`config.mk`:
```
export PLATFORM = sky130hd
export DESIGN_NAME = keyword_value_redactor
export DESIGN_NICKNAME = d
export VERILOG_FILES = /design/src/design/kvr_pkg.sv /design/src/design/kvr_matcher.sv /design/src/design/keyword_value_redactor.sv
export VERILOG_INCLUDE_DIRS = /design/src /design/src/design
export SDC_FILE = /design/constraint.sdc
export NUM_CORES = 1
export LEC_CHECK = 0
export ABC_AREA = 1
export BUFFER_PORTS_ARGS = -buffer_cell sky130_fd_sc_hd__buf_2
export CELL_PAD_IN_SITES_DETAIL_PLACEMENT = 1
export CELL_PAD_IN_SITES_GLOBAL_PLACEMENT = 1
export CORE_MARGIN = 2
export CORE_UTILIZATION = 38
export CTS_BUF_LIST = sky130_fd_sc_hd__clkbuf_8
export CTS_CLUSTER_SIZE = 8
export DETAILED_ROUTE_END_ITERATION = 6
export GPL_TIMING_DRIVEN = 0
export HOLD_SLACK_MARGIN = 0.05
export PLACE_DENSITY_LB_ADDON = 0.1
export SYNTH_ARGS = -nofsm -noshare
export SYNTH_HDL_FRONTEND = slang
export SYNTH_SLANG_ARGS = --single-unit
```
`constraint.sdc`:
```
create_clock -name clk -period 2.3 [get_ports clk]
set_clock_uncertainty 0.15 [all_clocks]
set_input_delay 0.23 -clock clk [delete_from_list [all_inputs] [get_ports clk]]
set_output_delay 0.23 -clock clk [all_outputs]
set_load 0.005 [all_outputs]
```
`src/design/assert_macros.svh`:
```
// Assertion macros shared by the redactor RTL.
`ifndef ASSERT_MACROS_SVH
`define ASSERT_MACROS_SVH
`ifndef ASSERT_OFF
// Clocked check that is switched off while reset is asserted.
`define ASSERT_CLK(lbl, clk, rst_n, prop, msg) \
  lbl: assert property (@(posedge clk) disable iff (!rst_n) prop) \
    else $error(msg);
// Clocked check that also runs during reset.
`define ASSERT_RST(lbl, clk, prop, msg) \
  lbl: assert property (@(posedge clk) prop) else $error(msg);
`else
`define ASSERT_CLK(lbl, clk, rst_n, prop, msg)
`define ASSERT_RST(lbl, clk, prop, msg)
`endif
`endif

```
`src/design/kvr_pkg.sv`:
```
`timescale 1ns / 1ps
// Types, character constants and keyword tables for the keyword/value redactor.
package kvr_pkg;

  localparam logic [7:0] FILL_RESET = 8'h58;  // 'X'

  localparam logic [7:0] CH_BSLASH = 8'h5C;
  localparam logic [7:0] CH_BAR    = 8'h7C;
  localparam logic [7:0] CH_DOT    = 8'h2E;

  typedef enum logic [1:0] {
    PH_IDLE  = 2'd0,
    PH_MATCH = 2'd1,
    PH_VALUE = 2'd2
  } phase_t;

  typedef enum logic [1:0] {
    SEP_BSLASH = 2'd0,
    SEP_BAR    = 2'd1,
    SEP_DOT    = 2'd2,
    SEP_NONE   = 2'd3
  } sep_t;

  typedef enum logic [2:0] {
    KW_SAMPLEID = 3'd0,
    KW_FILENAME = 3'd1,
    KW_ORIGGUID = 3'd2,
    KW_GUID     = 3'd3,
    KW_FIL      = 3'd4
  } kw_t;

  typedef struct packed {
    phase_t     phase;
    sep_t       open_sep;
    kw_t        kw;
    logic [3:0] match_pos;
  } match_state_t;

  localparam match_state_t MATCH_RESET = '{
    phase: PH_IDLE, open_sep: SEP_BSLASH, kw: KW_SAMPLEID, match_pos: 4'd0
  };

  // Keyword texts, padded with zero bytes to sixteen characters.
  localparam logic [7:0] SAMPLEID_TXT [16] = '{
    "@", "S", "A", "M", "P", "L", "E", "I", "D", "1",
    8'h00, 8'h00, 8'h00, 8'h00, 8'h00, 8'h00
  };
  localparam logic [7:0] FILENAME_TXT [16] = '{
    "F", "I", "L", "E", "N", "A", "M", "E",
    8'h00, 8'h00, 8'h00, 8'h00, 8'h00, 8'h00, 8'h00, 8'h00
  };
  localparam logic [7:0] ORIGGUID_TXT [16] = '{
    "O", "R", "I", "G", "I", "N", "A", "L", "G", "U", "I", "D",
    8'h00, 8'h00, 8'h00, 8'h00
  };
  localparam logic [7:0] GUID_TXT [16] = '{
    "G", "U", "I", "D",
    8'h00, 8'h00, 8'h00, 8'h00, 8'h00, 8'h00, 8'h00, 8'h00,
    8'h00, 8'h00, 8'h00, 8'h00
  };
  localparam logic [7:0] FIL_TXT [16] = '{
    "$", "F", "I", "L",
    8'h00, 8'h00, 8'h00, 8'h00, 8'h00, 8'h00, 8'h00, 8'h00,
    8'h00, 8'h00, 8'h00, 8'h00
  };

  function automatic sep_t sep_code(input logic [7:0] b);
    sep_t sc;
    unique case (b)
      CH_BSLASH: sc = SEP_BSLASH;
      CH_BAR:    sc = SEP_BAR;
      CH_DOT:    sc = SEP_DOT;
      default:   sc = SEP_NONE;
    endcase
    return sc;
  endfunction

  function automatic logic [3:0] kw_len(input kw_t kw);
    logic [3:0] len;
    unique case (kw)
      KW_SAMPLEID: len = 4'd10;
      KW_FILENAME: len = 4'd8;
      KW_ORIGGUID: len = 4'd12;
      KW_GUID:     len = 4'd4;
      KW_FIL:      len = 4'd4;
      default:     len = 4'd0;
    endcase
    return len;
  endfunction

  function automatic logic [7:0] kw_char(input kw_t kw, input logic [3:0] pos);
    logic [7:0] ch;
    unique case (kw)
      KW_SAMPLEID: ch = SAMPLEID_TXT[pos];
      KW_FILENAME: ch = FILENAME_TXT[pos];
      KW_ORIGGUID: ch = ORIGGUID_TXT[pos];
      KW_GUID:     ch = GUID_TXT[pos];
      KW_FIL:      ch = FIL_TXT[pos];
      default:     ch = 8'h00;
    endcase
    return ch;
  endfunction

endpackage

```
`src/design/kvr_matcher.sv`:
```
`timescale 1ns / 1ps
// Keyword matcher: next matcher state and the output byte for one stream word.
module kvr_matcher import kvr_pkg::*; (
  input  match_state_t state_cur,
  input  logic [7:0]   data_byte,
  input  logic         last_byte,
  input  logic [7:0]   fill_byte,
  output match_state_t state_nxt,
  output logic [7:0]   res_byte,
  output logic         res_redacted
);

  sep_t         sc;
  match_state_t restart;
  logic         redact;

  assign sc = sep_code(data_byte);

  // A separator opens a fresh keyword match; anything else drops back to idle.
  always_comb begin
    restart           = state_cur;
    restart.match_pos = 4'd0;
    restart.kw        = KW_SAMPLEID;
    if (sc != SEP_NONE) begin
      restart.phase    = PH_MATCH;
      restart.open_sep = sc;
    end else begin
      restart.phase = PH_IDLE;
    end
  end

  // Next state.
  always_comb begin
    state_nxt = state_cur;
    unique case (state_cur.phase)
      PH_MATCH: begin
        if (state_cur.kw > KW_FIL) begin
          state_nxt = restart;
        end else if (state_cur.match_pos == 4'd0) begin
          state_nxt.match_pos = 4'd1;
          case (data_byte)
            SAMPLEID_TXT[0]: state_nxt.kw = KW_SAMPLEID;
            FILENAME_TXT[0]: state_nxt.kw = KW_FILENAME;
            ORIGGUID_TXT[0]: state_nxt.kw = KW_ORIGGUID;
            GUID_TXT[0]:     state_nxt.kw = KW_GUID;
            FIL_TXT[0]:      state_nxt.kw = KW_FIL;
            default:         state_nxt    = restart;
          endcase
        end else if (state_cur.match_pos < kw_len(state_cur.kw)) begin
          if (kw_char(state_cur.kw, state_cur.match_pos) == data_byte) begin
            state_nxt.match_pos = state_cur.match_pos + 4'd1;
          end else begin
            state_nxt = restart;
          end
        end else if (sc == state_cur.open_sep) begin
          state_nxt.phase     = PH_VALUE;
          state_nxt.match_pos = 4'd0;
        end else begin
          state_nxt = restart;
        end
      end
      PH_VALUE: begin
        if (sc == state_cur.open_sep) begin
          state_nxt = restart;
        end
      end
      default: state_nxt = restart;
    endcase
    if (last_byte) begin
      state_nxt = MATCH_RESET;
    end
  end

  // Outputs: every byte inside a value, up to the closing separator, is filled.
  always_comb begin
    redact = (state_cur.phase == PH_VALUE) && (sc != state_cur.open_sep);
    res_redacted = redact;
    res_byte     = redact ? fill_byte : data_byte;
  end

endmodule

```
`src/design/keyword_value_redactor.sv`:
```
`timescale 1ns / 1ps
`include "assert_macros.svh"
// Top level of the keyword/value redactor.
//
// Input channel: in_valid/in_ready carry one text byte per word plus a flag
// marking the final byte of a stream. Output channel: out_valid/out_ready
// return exactly one word per input word, in order, with the byte either
// passed through or replaced by the fill byte, a redaction flag and the copy
// of the end-of-stream flag. The cfg channel writes the fill byte; it is
// always ready and should only be written while no words are in flight.
// An accepted word waits in the input register, passes the combinational
// matcher update between the two registers and waits in the output register
// until taken. Throughput is one word per cycle while out_ready stays high.
// When the receiver stalls, the output register holds its word and the
// input register takes one more word before in_ready drops.
// Synchronous reset empties both registers, returns the matcher to idle and
// sets the fill byte to 'X'. The end-of-stream flag also returns the matcher
// to idle after its word is processed.
module keyword_value_redactor import kvr_pkg::*; (
  input  logic       clk,
  input  logic       rst_n,
  input  logic       in_valid,
  output logic       in_ready,
  input  logic [7:0] in_data_byte,
  input  logic       in_last_byte,
  output logic       out_valid,
  input  logic       out_ready,
  output logic [7:0] out_byte,
  output logic       out_was_redacted,
  output logic       out_last_out,
  input  logic       cfg_valid,
  output logic       cfg_ready,
  input  logic [7:0] cfg_data
);

  logic         s1_valid_r, s1_valid_nxt;
  logic [7:0]   s1_data_r;
  logic         s1_last_r;
  logic         out_valid_r, out_valid_nxt;
  logic [7:0]   out_byte_r;
  logic         out_redacted_r;
  logic         out_last_r;
  logic [7:0]   fill_byte_r, fill_byte_nxt;
  match_state_t state_r, state_nxt;
  match_state_t match_nxt;
  logic [7:0]   res_byte;
  logic         res_redacted;
  logic         advance;
  logic         in_take;

  kvr_matcher u_matcher (
    .state_cur    (state_r),
    .data_byte    (s1_data_r),
    .last_byte    (s1_last_r),
    .fill_byte    (fill_byte_r),
    .state_nxt    (match_nxt),
    .res_byte     (res_byte),
    .res_redacted (res_redacted)
  );

  // The held word moves on when the output register is empty or being drained.
  assign advance   = s1_valid_r && (!out_valid_r || out_ready);
  assign in_ready  = !s1_valid_r || advance;
  assign in_take   = in_valid && in_ready;
  assign cfg_ready = 1'b1;

  always_comb begin
    s1_valid_nxt  = in_take ? 1'b1 : (advance ? 1'b0 : s1_valid_r);
    out_valid_nxt = advance ? 1'b1 : (out_ready ? 1'b0 : out_valid_r);
    state_nxt     = advance ? match_nxt : state_r;
    fill_byte_nxt = (cfg_valid && cfg_ready) ? cfg_data : fill_byte_r;
  end

  always_ff @(posedge clk) begin
    if (!rst_n) begin
      s1_valid_r  <= 1'b0;
      out_valid_r <= 1'b0;
      state_r     <= MATCH_RESET;
      fill_byte_r <= FILL_RESET;
    end else begin
      s1_valid_r  <= s1_valid_nxt;
      out_valid_r <= out_valid_nxt;
      state_r     <= state_nxt;
      fill_byte_r <= fill_byte_nxt;
    end
  end

  always_ff @(posedge clk) begin
    if (in_take) begin
      s1_data_r <= in_data_byte;
      s1_last_r <= in_last_byte;
    end
    if (advance) begin
      out_byte_r     <= res_byte;
      out_redacted_r <= res_redacted;
      out_last_r     <= s1_last_r;
    end
  end

  assign out_valid        = out_valid_r;
  assign out_byte         = out_byte_r;
  assign out_was_redacted = out_redacted_r;
  assign out_last_out     = out_last_r;

  `ASSERT_RST(a_reset_empty, clk, !rst_n |=> !s1_valid_r && !out_valid_r, "registers not empty after reset")
  `ASSERT_CLK(a_last_idles, clk, rst_n, advance && s1_last_r |=> state_r == MATCH_RESET, "matcher not idle after last byte")
  `ASSERT_CLK(a_match_bound, clk, rst_n, state_r.phase == PH_MATCH |-> state_r.kw <= KW_FIL && state_r.match_pos <= kw_len(state_r.kw), "keyword position out of range")
  `ASSERT_CLK(a_no_lost_word, clk, rst_n, out_valid_r && !out_ready |=> out_valid_r, "pending result dropped")

endmodule
```
* After elaboration in Yosys (flattened, before gate mapping)
Memories as Yosys holds them, arrays and structs flattened.
Cells that the tools add are included.
** Word-level totals
- Register bits :: 40
- Bits in read-only memories :: 640
- Input port bits :: 22
- Logic and storage cells :: 101
- Memories kept :: 5
** Operators by class
- Add/subtract/negate cells :: 1
- Magnitude comparators :: 3
- Eq/ne operators :: 22
- Mux-type cells :: 40
- Bitwise logic cells :: 1
- Reduce and logical (&&, ||, !) cells :: 17
** Memory list
- (no name shown) :: depth 16, bits a word 8, read ports 1, clocked after memory_dff 0, wr ports 0, RTL line kvr_pkg.sv:96 : KW_ORIGGUID: ch = ORIGGUID_TXT[pos];
- (no name shown) :: depth 16, bits a word 8, read ports 1, clocked after memory_dff 0, wr ports 0, RTL line kvr_pkg.sv:97 : KW_GUID: ch = GUID_TXT[pos];
- (no name shown) :: depth 16, bits a word 8, read ports 1, clocked after memory_dff 0, wr ports 0, RTL line kvr_pkg.sv:98 : KW_FIL: ch = FIL_TXT[pos];
- (no name shown) :: depth 16, bits a word 8, read ports 1, clocked after memory_dff 0, wr ports 0, RTL line kvr_pkg.sv:94 : KW_SAMPLEID: ch = SAMPLEID_TXT[pos];
- (no name shown) :: depth 16, bits a word 8, read ports 1, clocked after memory_dff 0, wr ports 0, RTL line kvr_pkg.sv:95 : KW_FILENAME: ch = FILENAME_TXT[pos];
** Operators by type and width (count)
- $mux 8 :: 15
- $mux 11 :: 5
- $eq 8x7->1 const B :: 6
- $pmux 8 s5 :: 1
- $pmux 11 s2 :: 1
- $mux 4 :: 5
- $eq 8x6->1 const B :: 2
- $pmux 4 s4 :: 1
- $pmux 3 s4 :: 1
- $eq 8x8->1 :: 1
- $reduce_and 4->1 :: 2
- $mux 7 :: 1
- $eq 3x2->1 const B :: 2
- $mux 1 :: 6
- $ne 6x3->1 const B :: 1
- $ne 6x4->1 const B :: 1
- $pmux 2 s3 :: 1
- $ge 5x5->1 const B :: 1
- $mux 5 :: 1
- $ne 5x4->1 const B :: 1
- $not 4->5 :: 1
- $reduce_and 5->1 :: 1
- $reduce_or 5->1 :: 1
- $add 4x1->4 const B :: 1
- 19 further kinds :: 25

* Depth between registers and ports, before layout
Gate-level depths: netlist of the first run.
- Depth after elaboration :: 18
- Depth in mapped cells :: 19
- Depth with buffers taken out :: 19

* By module
Synthesis of the first run repeated with hierarchy kept, for this count alone.
** Unflattened totals
- Cells, all modules :: 449
- Area total of the unflattened synthesis :: 3035.4 µm²
** Modules (own cells, without submodules)
- kvr_matcher :: times used 1, cells an instance 309, area each 1566.5 µm², sequential area each 0.0 µm²
- keyword_value_redactor :: times used 1, cells an instance 140, area each 1468.9 µm², sequential area each 991.0 µm²

* Worst setup path before layout of the first run
OpenSTA, ideal clock, no wires.
- Kind :: register to register
- Start :: register state_r[0] (netlist bit)
- End :: register state_r[7] (netlist bit)
- Arrival :: 1.928 ns
- Data required time :: 2.037 ns
- Slack :: 0.109 ns
- Cell stages (with the launch flop) :: 16
- Path buffers :: 0
- Clock period less this slack :: 2.191 ns
- Cell sequence :: dfxtp_1 > inv_1 > ha_1 > inv_1 > nor2_1 > nand2_1 > nand3_1 > nand3_1 > nor2_1 > nand2_1 > nor2_2 > nand3_2 > nand3_1 > nand2_1 > nand2_1 > nor2_1
** On the way
- Cells in the longest elaborated chain, start to end :: 12
- Elaborated cells between the ends (all ways) :: 33
- Those cells by class :: order compare: 1; eq/ne: 4; mux: 20; bitwise: 1; reduce/logical: 2; memory: 5
** Ends and longest elaborated chain
- start: declaration :: RTL line keyword_value_redactor.sv:44 : match_state_t state_r, state_nxt;
- start signal: assignment :: RTL line keyword_value_redactor.sv:83 : state_r <= state_nxt;
- $not 4->5 (implied by the code)
- $mem_v2 16x8 (on tied branches)
- $mux 8 (on tied branches) (2 in a row)
- $pmux 8 s5 :: RTL line kvr_pkg.sv:93 : unique case (kw)
- $mux 8 :: RTL line kvr_matcher.sv:49 : end else if (state_cur.match_pos < kw_len(state_cur.kw)) begin
- $mux 8 :: RTL line kvr_matcher.sv:39 : end else if (state_cur.match_pos == 4'd0) begin
- $mux 8 :: RTL line kvr_matcher.sv:37 : if (state_cur.kw > KW_FIL) begin
- $mux 8 :: RTL line kvr_matcher.sv:35 : unique case (state_cur.phase)
- $eq 8x8->1 :: RTL line kvr_matcher.sv:50 : if (kw_char(state_cur.kw, state_cur.match_pos) == data_byte) begin
- $ne 6x4->1 (no source line)
- $reduce_and 5->1 (no source line)
Parallel ways exist; a longest one is shown, timed or not. The select of a mux whose other input is x is not followed.
A chain may end at the register's enable or synchronous reset.

* Worst setup path after layout of the first run
- Start :: register state_r[0] (netlist bit)
- End :: register state_r[10] (netlist bit)
** On the way
- Cells in the longest elaborated chain, start to end :: 12
- Elaborated cells between the ends (all ways) :: 32
- Those cells by class :: order compare: 1; eq/ne: 3; mux: 20; bitwise: 1; reduce/logical: 2; memory: 5
** Ends and longest elaborated chain (RTL line)
- $not 4->5 (implied by the code)
- $mem_v2 16x8 (on tied branches)
- $mux 8 (on tied branches) (2 in a row)
- $pmux 8 s5 :: kvr_pkg.sv:93
- $mux 8 :: kvr_matcher.sv:49
- $mux 8 :: kvr_matcher.sv:39
- $mux 8 :: kvr_matcher.sv:37
- $mux 8 :: kvr_matcher.sv:35
- $eq 8x8->1 :: kvr_matcher.sv:50
- $ne 6x4->1 (no source line)
- $reduce_and 4->1 (no source line)
Parallel ways exist; a longest one is shown, timed or not. The select of a mux whose other input is x is not followed.

==> summary.md, run 1 <==
| Metric | Value |
|---|---|
| Max VDD drop | just over 0.0003 V |
| Power Density | between 500 and 600 nW/µm² |
| Routed wire length per instance | 15.9 µm |
| Maximum number of pins on one net before global-route repair | 13 |
| Fin. max-slew vios | 0 |
| Signed area change from the synthesized netlist to the final layout | 32.2% |
| Clk sink count | 40 |
| Number of synthesis warnings | 0 |
| FFs w/ async S/R, synth | 0% |
| Number of antenna violations at the first check in global routing | 0 |
| Relative max-transition margin | 62.1% |
| Number of buffer and inverter stages on the critical path | 2 |
| Seq/Total Area, Yosys | roughly two fifths |
| List of cells traversed by the critical path | buf_4, ha_1, o21ai_0, nand2_1, nor2_1, nor2_1, nand3_1, nand2_1, nor2_4, nand3_4, nand2_4, inv_2, nand2_2, nand2_1, nor2_1 |
| Family of cells with the greatest summed delay on the critical path | simple AND/OR/NAND/NOR gates |
| Slowest-stage cell, CP | sky130_fd_sc_hd__dfxtp_4 |
| DIE AREA | between 7000 and 8000 µm² |
| Number of buffers inserted during clock tree synthesis | 5 |
| I/O pin count | 35 |
| Library cell occupying the most area in the post-synthesis netlist | sky130_fd_sc_hd__edfxtp_1 |
| Most common cell in the netlist | sky130_fd_sc_hd__nand2_1 |
| Number of I/O port buffers | 31 |
| Initial cell density of the core | between 30 and 40% |
| Final Setup Violations | 2 |
| Leakage power | ~1.6 nW |
| Via count | approximately 2800 |
| Clock tree root driver cell | sky130_fd_sc_hd__clkbuf_8 |
| Global-route wire length before repair | about 13000 µm |
| Synthesized cell area | between 2000 and 3000 µm² |
| Level count of the clock H-tree | 2 |
| Setup repair after global routing missed its margin | true |
| Final estimated routing congestion in global placement | 0.883 |
| Data required time at the worst endpoint | around 2.4 ns |
| Post-route setup slack | -0.0189 ns |
| Dpl cell area | ~2800 µm² |
| Post-detailed-route via-to-cell ratio | between 5 and 6 |
| Total length of routed wires | around 8400 µm |
| Run status | complete, but fails checks |
| Drt initial violations | between 200 and 250 |
| Vias in the first global route | 2637 |
| CP Class | flop to flop |
| Proportion of layout cells with a drive suffix above 1 | 26.2% |
| Y dimension of the die | roughly 86 µm |
| Number of remaining DRC errors | 0 |
| Synthesized Nets | just over 400 |
| Hold Fails Final Rpt | 0 |
| Post-route non-filler standard cell count | between 500 and 600 |
| Routed Antenna Nets | 0 |
| Highest clock frequency the design can meet | roughly 0.43 GHz |
| Largest driver fanout on the critical path | 6 |
| CTS Buffer Depth | 2 |
| Flops & latches, synth | 40 |
| Final worst path period need | 2.32 ns |
| TritonCTS clock tree | built |
| Top post-synthesis cells by count | 116 x sky130_fd_sc_hd__nand2_1, 69 x sky130_fd_sc_hd__nor2_1, 41 x sky130_fd_sc_hd__inv_1, 27 x sky130_fd_sc_hd__nand3_1, 22 x sky130_fd_sc_hd__o21ai_0 |
| Number of distinct standard cells referenced by the synthesized netlist | 29 |
| Clock latency reported for the late side of the worst-skew pair | roughly 0.30 ns |
| CP startpoint kind | flop |
| Final worst-path cycle share | 101% |
| Actual transition at the worst max-transition pin | 0.568 ns |
| Cell count after placement | around 490 |
| Capturing element type of the critical path | flop |
| Antenna diode count | 0 |
| Final-stage net count | just under 500 |
| Top FF cell, synth | sky130_fd_sc_hd__dfxtp_1 |
| Core box area | approximately 6400 µm² |
| DIE WIDTH | 85.9 µm |
| Synth top area cells | sky130_fd_sc_hd__edfxtp_1 22%, sky130_fd_sc_hd__nand2_1 17%, sky130_fd_sc_hd__dfxtp_1 16% |
| Number of enable flip-flop cells after synthesis | 19 |
| Worst min path class | input pin to flop |
| Average footprint of a synthesized cell | between 6 and 7 µm² |
| Drt pass-1 iters | 4 |
| Arrival time of the worst setup path | between 2 and 2.5 ns |
| Worst setup slack after placement | -0.600 ns |
| Post-CTS clock slew at the launch and capture registers of the worst setup and hold paths | ~0.08 ns |
| Yosys top cell area share | 22.4% |
| Max Cap Viol | 0 |
| Final design area excluding fillers | approximately 3400 µm² |
| Overall overflow remaining after global route | 0 |
| Mapped Cells | approximately 380 |
| Failing checks | negative setup slack |
| Tot GR Track Use | a little under a quarter |
| Std cell rows | 29 |
| Largest incremental delay on the critical path | approximately 0.38 ns |
| HPWL after detailed placement | between 6000 and 7000 µm |
cell type report:
class,count,area [µm²]
Inverter,46,185
Multi-Input combinational cell,287,1490
Clock buffer,5,68.8
Sequential cell,40,1010
Clock inverter,2,12.5
Timing Repair Buffer,65,453
Tap cell,77,96.3
Fill cell,834,3050
Buffer,9,51.3
placed cells by master (no fill, tap or decap), types with 4 or more instances in the layout:
master                          instances
sky130_fd_sc_hd__nand2_1              109
sky130_fd_sc_hd__nor2_1                59
sky130_fd_sc_hd__nand2_2                7
sky130_fd_sc_hd__buf_2                 33
sky130_fd_sc_hd__nor2_4                 4
sky130_fd_sc_hd__nor2_2                11
sky130_fd_sc_hd__ha_1                   7
sky130_fd_sc_hd__nand4_1                8
sky130_fd_sc_hd__o21ai_0               18
sky130_fd_sc_hd__dfxtp_4                5
sky130_fd_sc_hd__nor3_1                 6
sky130_fd_sc_hd__buf_4                 19
sky130_fd_sc_hd__inv_1                 34
sky130_fd_sc_hd__dfxtp_1               15
sky130_fd_sc_hd__nand3_1               21
sky130_fd_sc_hd__clkbuf_8               5
sky130_fd_sc_hd__inv_2                  8
sky130_fd_sc_hd__edfxtp_1              19
sky130_fd_sc_hd__a21oi_1                5
sky130_fd_sc_hd__dlygate4sd3_1         17
sky130_fd_sc_hd__nand3_2                7
registers in the layout, summed over array words and instances (netlist names):
name / flops
s1_valid_r: 1
out_last_out: 1
fill_byte_r: 8
out_was_redacted: 1
s1_data_r: 8
state_r: 11
out_byte: 8
s1_last_r: 1
out_valid: 1
logic make-up after synthesis:
| logic type | Yosys count | share of synthesized area (%) |
|---|---|---|
| buf+inv | 56 | 8.88 |
| fa+ha+maj | 9 | 4.42 |
| xor+xnor | 3 | 1.03 |
| simple gates | 238 | 39.0 |
| other cells | 1 | 0.147 |
| flops | 40 | 38.9 |
| compound gates | 36 | 7.66 |
what timing repair did:
action,in CTS,in global routing
hold buffers,17,0
gates resized for setup,29,44
endpoints found under the setup margin,20,19
cloned,0,0
setup buffers,6,11
hold endpoints to repair,17,0
pin swaps,4,20
path summary, 6_finish.rpt:
check / startpoint / end / slack (ns) / depth (start not counted)
max: state_r[0] / state_r[10] / -0.02 / 15
min: in_valid / s1_valid_r / 0.09 / 3
max reg2reg: state_r[0] / state_r[10] / -0.02 / 15
min reg2reg: fill_byte_r[3] / fill_byte_r[3] / 0.31 / 2
metal layers:
layer	GRT usage [%]	wire length, µm	vias to the layer above
li1	-	-	1360
met4	5.63	126	0
met3	2.69	280	9
met2	38.8	4150	55
met1	30.9	3880	1342
met5	0	0	-
per-stage QoR:
| stage | hold slack (ns) | utilization (%) | power (W) | TNS [ns] |
|---|---|---|---|---|
| detailed placement | 0.260 | 43.6 | 0.00115 | -7.34 |
| CTS | 0.0652 | 49.5 | 0.00167 | -0.00869 |
| global placement | 0.258 | 43.6 | 0.00114 | -6.83 |
| global route | 0.0826 | 52.5 | 0.00180 | -1.27 |
| floorplan | 0.179 | - | 0.00104 | 0 |
| finish | 0.0923 | 52.5 | 0.00171 | -0.0341 |
report_power, final:
group | switching (W) | internal [W] | leakage, nW | total (W)
Combinational | 0.000249 | 0.000166 | 1.22 | 0.000415
Sequential | 0.0000359 | 0.000791 | 0.359 | 0.000827
Clock | 0.000265 | 0.000206 | 0.0400 | 0.000470
tightest hold or removal path: cells and delay by family:
kind	cells	cell delay, ns
buf+inv	1	0.10
compound gates	1	0.07
simple gates	1	0.10
(Power assumes the default switching activity.)
==> run 2, diff against run 1 <==
Settings changed: REMOVE_ABC_BUFFERS from default to 1.
==> summary.md, run 2 (synthesis results as in run 1) <==
| Metric | Value |
|---|---|
| Run status | complete, but fails checks (unchanged) |
| Failing checks | negative setup slack (unchanged) |
| Final worst-path cycle share | 100% (was 101%) |
| Routed wire length per instance | 16.6 µm (was 15.9 µm) |
| Signed area change from the synthesized netlist to the final layout | 40.0% (was 32.2%) |
| Register-to-Register Path Depth | 16 (was 15) |
| Final design utilization | 55.6% (was 52.5%) |
| Arrival time of the worst setup path | 2.39 ns (was 2.40 ns) |
| Y dimension of the die | 85.9 µm (unchanged) |
| Number of buffer and inverter stages on the critical path | 2 (unchanged) |
| Hold Fails Final Rpt | 0 (unchanged) |
| Clock tree root driver cell | sky130_fd_sc_hd__clkbuf_8 (unchanged) |
| Final estimated routing congestion in global placement | 0.881 (was 0.883) |
| Via count | 2756 (was 2766) |
| Setup repair after global routing missed its margin | true (unchanged) |
| Post-detailed-route via-to-cell ratio | 5.18 (was 5.21) |
| Post-CTS clock slew at the launch and capture registers of the worst setup and hold paths | 0.08 ns (about the same) |
| Leakage power | 1.66 nW (was 1.62 nW) |
| Proportion of layout cells with a drive suffix above 1 | 33.0% (was 26.2%) |
| TritonCTS clock tree | built (unchanged) |
| CP startpoint kind | flop (unchanged) |
| I/O pin count | 35 (unchanged) |
| Std cell rows | 29 (unchanged) |
| Drt pass-1 iters | 4 (unchanged) |
| Global-route wire length before repair | 13100 µm (was 13200 µm) |
| Post-route setup slack | -0.00152 ns (was -0.0189 ns) |
| Fill count | 836 (was 834) |
| Vias in the first global route | 2738 (was 2637) |
| Worst R2R Start | state_r[2] (was state_r[0]) |
| Number of I/O port buffers | 33 (was 31) |
| Hold Path Stages | 3 (unchanged) |
| Initial cell density of the core | 39.7% (unchanged) |
| Capturing element type of the critical path | flop (unchanged) |
| Worst min path class | input pin to flop (unchanged) |
| Commonest cells after routing, fill and taps aside | 102 x sky130_fd_sc_hd__nand2_1, 48 x sky130_fd_sc_hd__nor2_1, 33 x sky130_fd_sc_hd__buf_2 (was 109 x sky130_fd_sc_hd__nand2_1, 59 x sky130_fd_sc_hd__nor2_1, 34 x sky130_fd_sc_hd__inv_1) |
| Largest driver fanout on the critical path | 6 (unchanged) |
| Routed Antenna Nets | 0 (unchanged) |
| Relative max-transition margin | 62.8% (was 62.1%) |
| Most common cell after layout, fill and taps aside | sky130_fd_sc_hd__nand2_1 (unchanged) |
| CTS Buffer Depth | 2 (unchanged) |
| Family of cells with the greatest summed delay on the critical path | simple AND/OR/NAND/NOR gates (unchanged) |
| Post-Route Setup TNS | -0.00152 ns (was -0.0341 ns) |
| Maximum number of pins on one net before global-route repair | 19 (was 13) |
| Data required time at the worst endpoint | 2.39 ns (was 2.38 ns) |
| Number of buffers inserted during clock tree synthesis | 5 (unchanged) |
| Sequential Area | 1020 µm² (was 1010 µm²) |
| Max Cap Viol | 0 (unchanged) |
| Final-stage net count | 486 (was 485) |
| DIE WIDTH | 85.9 µm (unchanged) |
| Worst setup slack for register-to-register paths | -0.002 ns (was -0.02 ns) |
| Multi-input gate area | 1630 µm² (was 1490 µm²) |
| Endpoint of the worst register-to-register path | state_r[10] (unchanged) |
| Final Setup Violations | 1 (was 2) |
| Level count of the clock H-tree | 2 (unchanged) |
| Clock latency reported for the late side of the worst-skew pair | 0.30 ns (about the same) |
| Actual transition at the worst max-transition pin | 0.557 ns (was 0.568 ns) |
| Drt initial violations | 122 (was 223) |
| Power Density | 488 nW/µm² (was 508 nW/µm²) |
| Worst setup path startpoint | state_r[2] (was state_r[0]) |
| Largest incremental delay on the critical path | 0.37 ns (was 0.38 ns) |
| Total length of routed wires | 8810 µm (was 8440 µm) |
| Slowest-stage cell, CP | sky130_fd_sc_hd__dfxtp_4 (unchanged) |
| CP Class | flop to flop (unchanged) |
| Tot GR Track Use | 22.8% (about the same) |
| Largest register FFs | 11 (unchanged) |
| Fin. max-slew vios | 0 (unchanged) |
| Clk sink count | 40 (unchanged) |
| Highest clock frequency the design can meet | 0.434 GHz (was 0.431 GHz) |
| Most flop-heavy register | state_r (unchanged) |
| List of cells traversed by the critical path | clkinvlp_4, nand2_1, nor2_1, nand2_1, nand2_1, nor2_1, nor2_1, nor2_2, nand2_2, nor2_4, nand3_4, nand2_4, inv_2, nand2_2, nand2_1, nor2_1 (was buf_4, ha_1, o21ai_0, nand2_1, nor2_1, nor2_1, nand3_1, nand2_1, nor2_4, nand3_4, nand2_4, inv_2, nand2_2, nand2_1, nor2_1) |
| Max VDD drop | 0.000343 V (was 0.000309 V) |
| HPWL after detailed placement | 5890 µm (was 6170 µm) |
| Number of remaining DRC errors | 0 (unchanged) |
| DIE AREA | 7380 µm² (unchanged) |
| Final worst path period need | 2.30 ns (was 2.32 ns) |
| Core box area | 6420 µm² (unchanged) |
| Power after layout | 0.00174 W (was 0.00171 W) |
| Setup crit end | state_r[10] (unchanged) |
| Number of antenna violations at the first check in global routing | 0 (unchanged) |
| Crit path depth | 16 (was 15) |
| Overall overflow remaining after global route | 0 (unchanged) |
| Antenna diode count | 0 (unchanged) |
==> run 2: worst register-to-register path: stages, from the launching register on <==
cell                         delay, ns
sky130_fd_sc_hd__dfxtp_4          0.37
sky130_fd_sc_hd__clkinvlp_4       0.15
sky130_fd_sc_hd__nand2_1          0.20
sky130_fd_sc_hd__nor2_1           0.10
sky130_fd_sc_hd__nand2_1          0.09
sky130_fd_sc_hd__nand2_1          0.08
sky130_fd_sc_hd__nor2_1           0.11
sky130_fd_sc_hd__nor2_1           0.05
sky130_fd_sc_hd__nor2_2           0.18
sky130_fd_sc_hd__nand2_2          0.09
sky130_fd_sc_hd__nor2_4           0.15
sky130_fd_sc_hd__nand3_4          0.16
sky130_fd_sc_hd__nand2_4          0.13
sky130_fd_sc_hd__inv_2            0.04
sky130_fd_sc_hd__nand2_2          0.04
sky130_fd_sc_hd__nand2_1          0.05
sky130_fd_sc_hd__nor2_1           0.10
==> run 2: worst min path at each step <==
stage / start / slack [ns] / endpoint
final: in_valid / 0.06 / s1_valid_r
after global routing: in_valid / 0.07 / s1_valid_r
after CTS: in_valid / 0.06 / s1_valid_r
after detailed placement: in_data_byte[2] / 0.26 / s1_data_r[2]
after global placement: in_last_byte / 0.26 / s1_last_r
after floorplan: rst_n / 0.16 / fill_byte_r[3]
==> run 2: layer usage <==
| layer | routed length [µm] | GRT usage [%] |
|---|---|---|
| met1 | 3710 | 28.5 |
| met2 | 4710 | 41.6 |
| met3 | 278 | 3.27 |
| met4 | 99 | 4.33 |
| met5 | 0 | 0 |
==> run 2: what timing repair did <==
| item | in CTS | in global routing |
|---|---|---|
| endpoints found under the hold margin | 17 | 0 |
| resized for setup | 33 | 83 |
| pin swaps | 3 | 31 |
| setup endpoints to repair | 20 | 19 |
| setup buffers | 6 | 19 |
| hold buffers | 17 | 0 |
==> run 2: report_power, final <==
| group | total, W | switching [W] | internal, W |
|---|---|---|---|
| clock | 0.000471 | 0.000265 | 0.000206 |
| combinational | 0.000443 | 0.000265 | 0.000179 |
| sequential | 0.000829 | 0.0000406 | 0.000789 |
==> run 2: area by class of cell <==
type                    instances  share of cell area, %
multi-input cells             287                   45.8
clock inverters                 2                  0.351
flip-flops and latches         40                   28.5
inverters                      46                   5.64
clock buffers                   5                   1.93
repair buffers                 75                   15.1
well taps                      77                   2.70
==> run 2: through the flow <==
step	worst slack [ns]	hold WS (ns)	std cells	instance area (µm²)
global route	-0.186	0.0663	532	3570
detailed placement	-0.483	0.259	483	2760
finish	-0.00152	0.0589	532	3570
floorplan	0.113	0.164	373	2500
global placement	-0.493	0.258	483	2760
CTS	0.00391	0.0570	513	3140
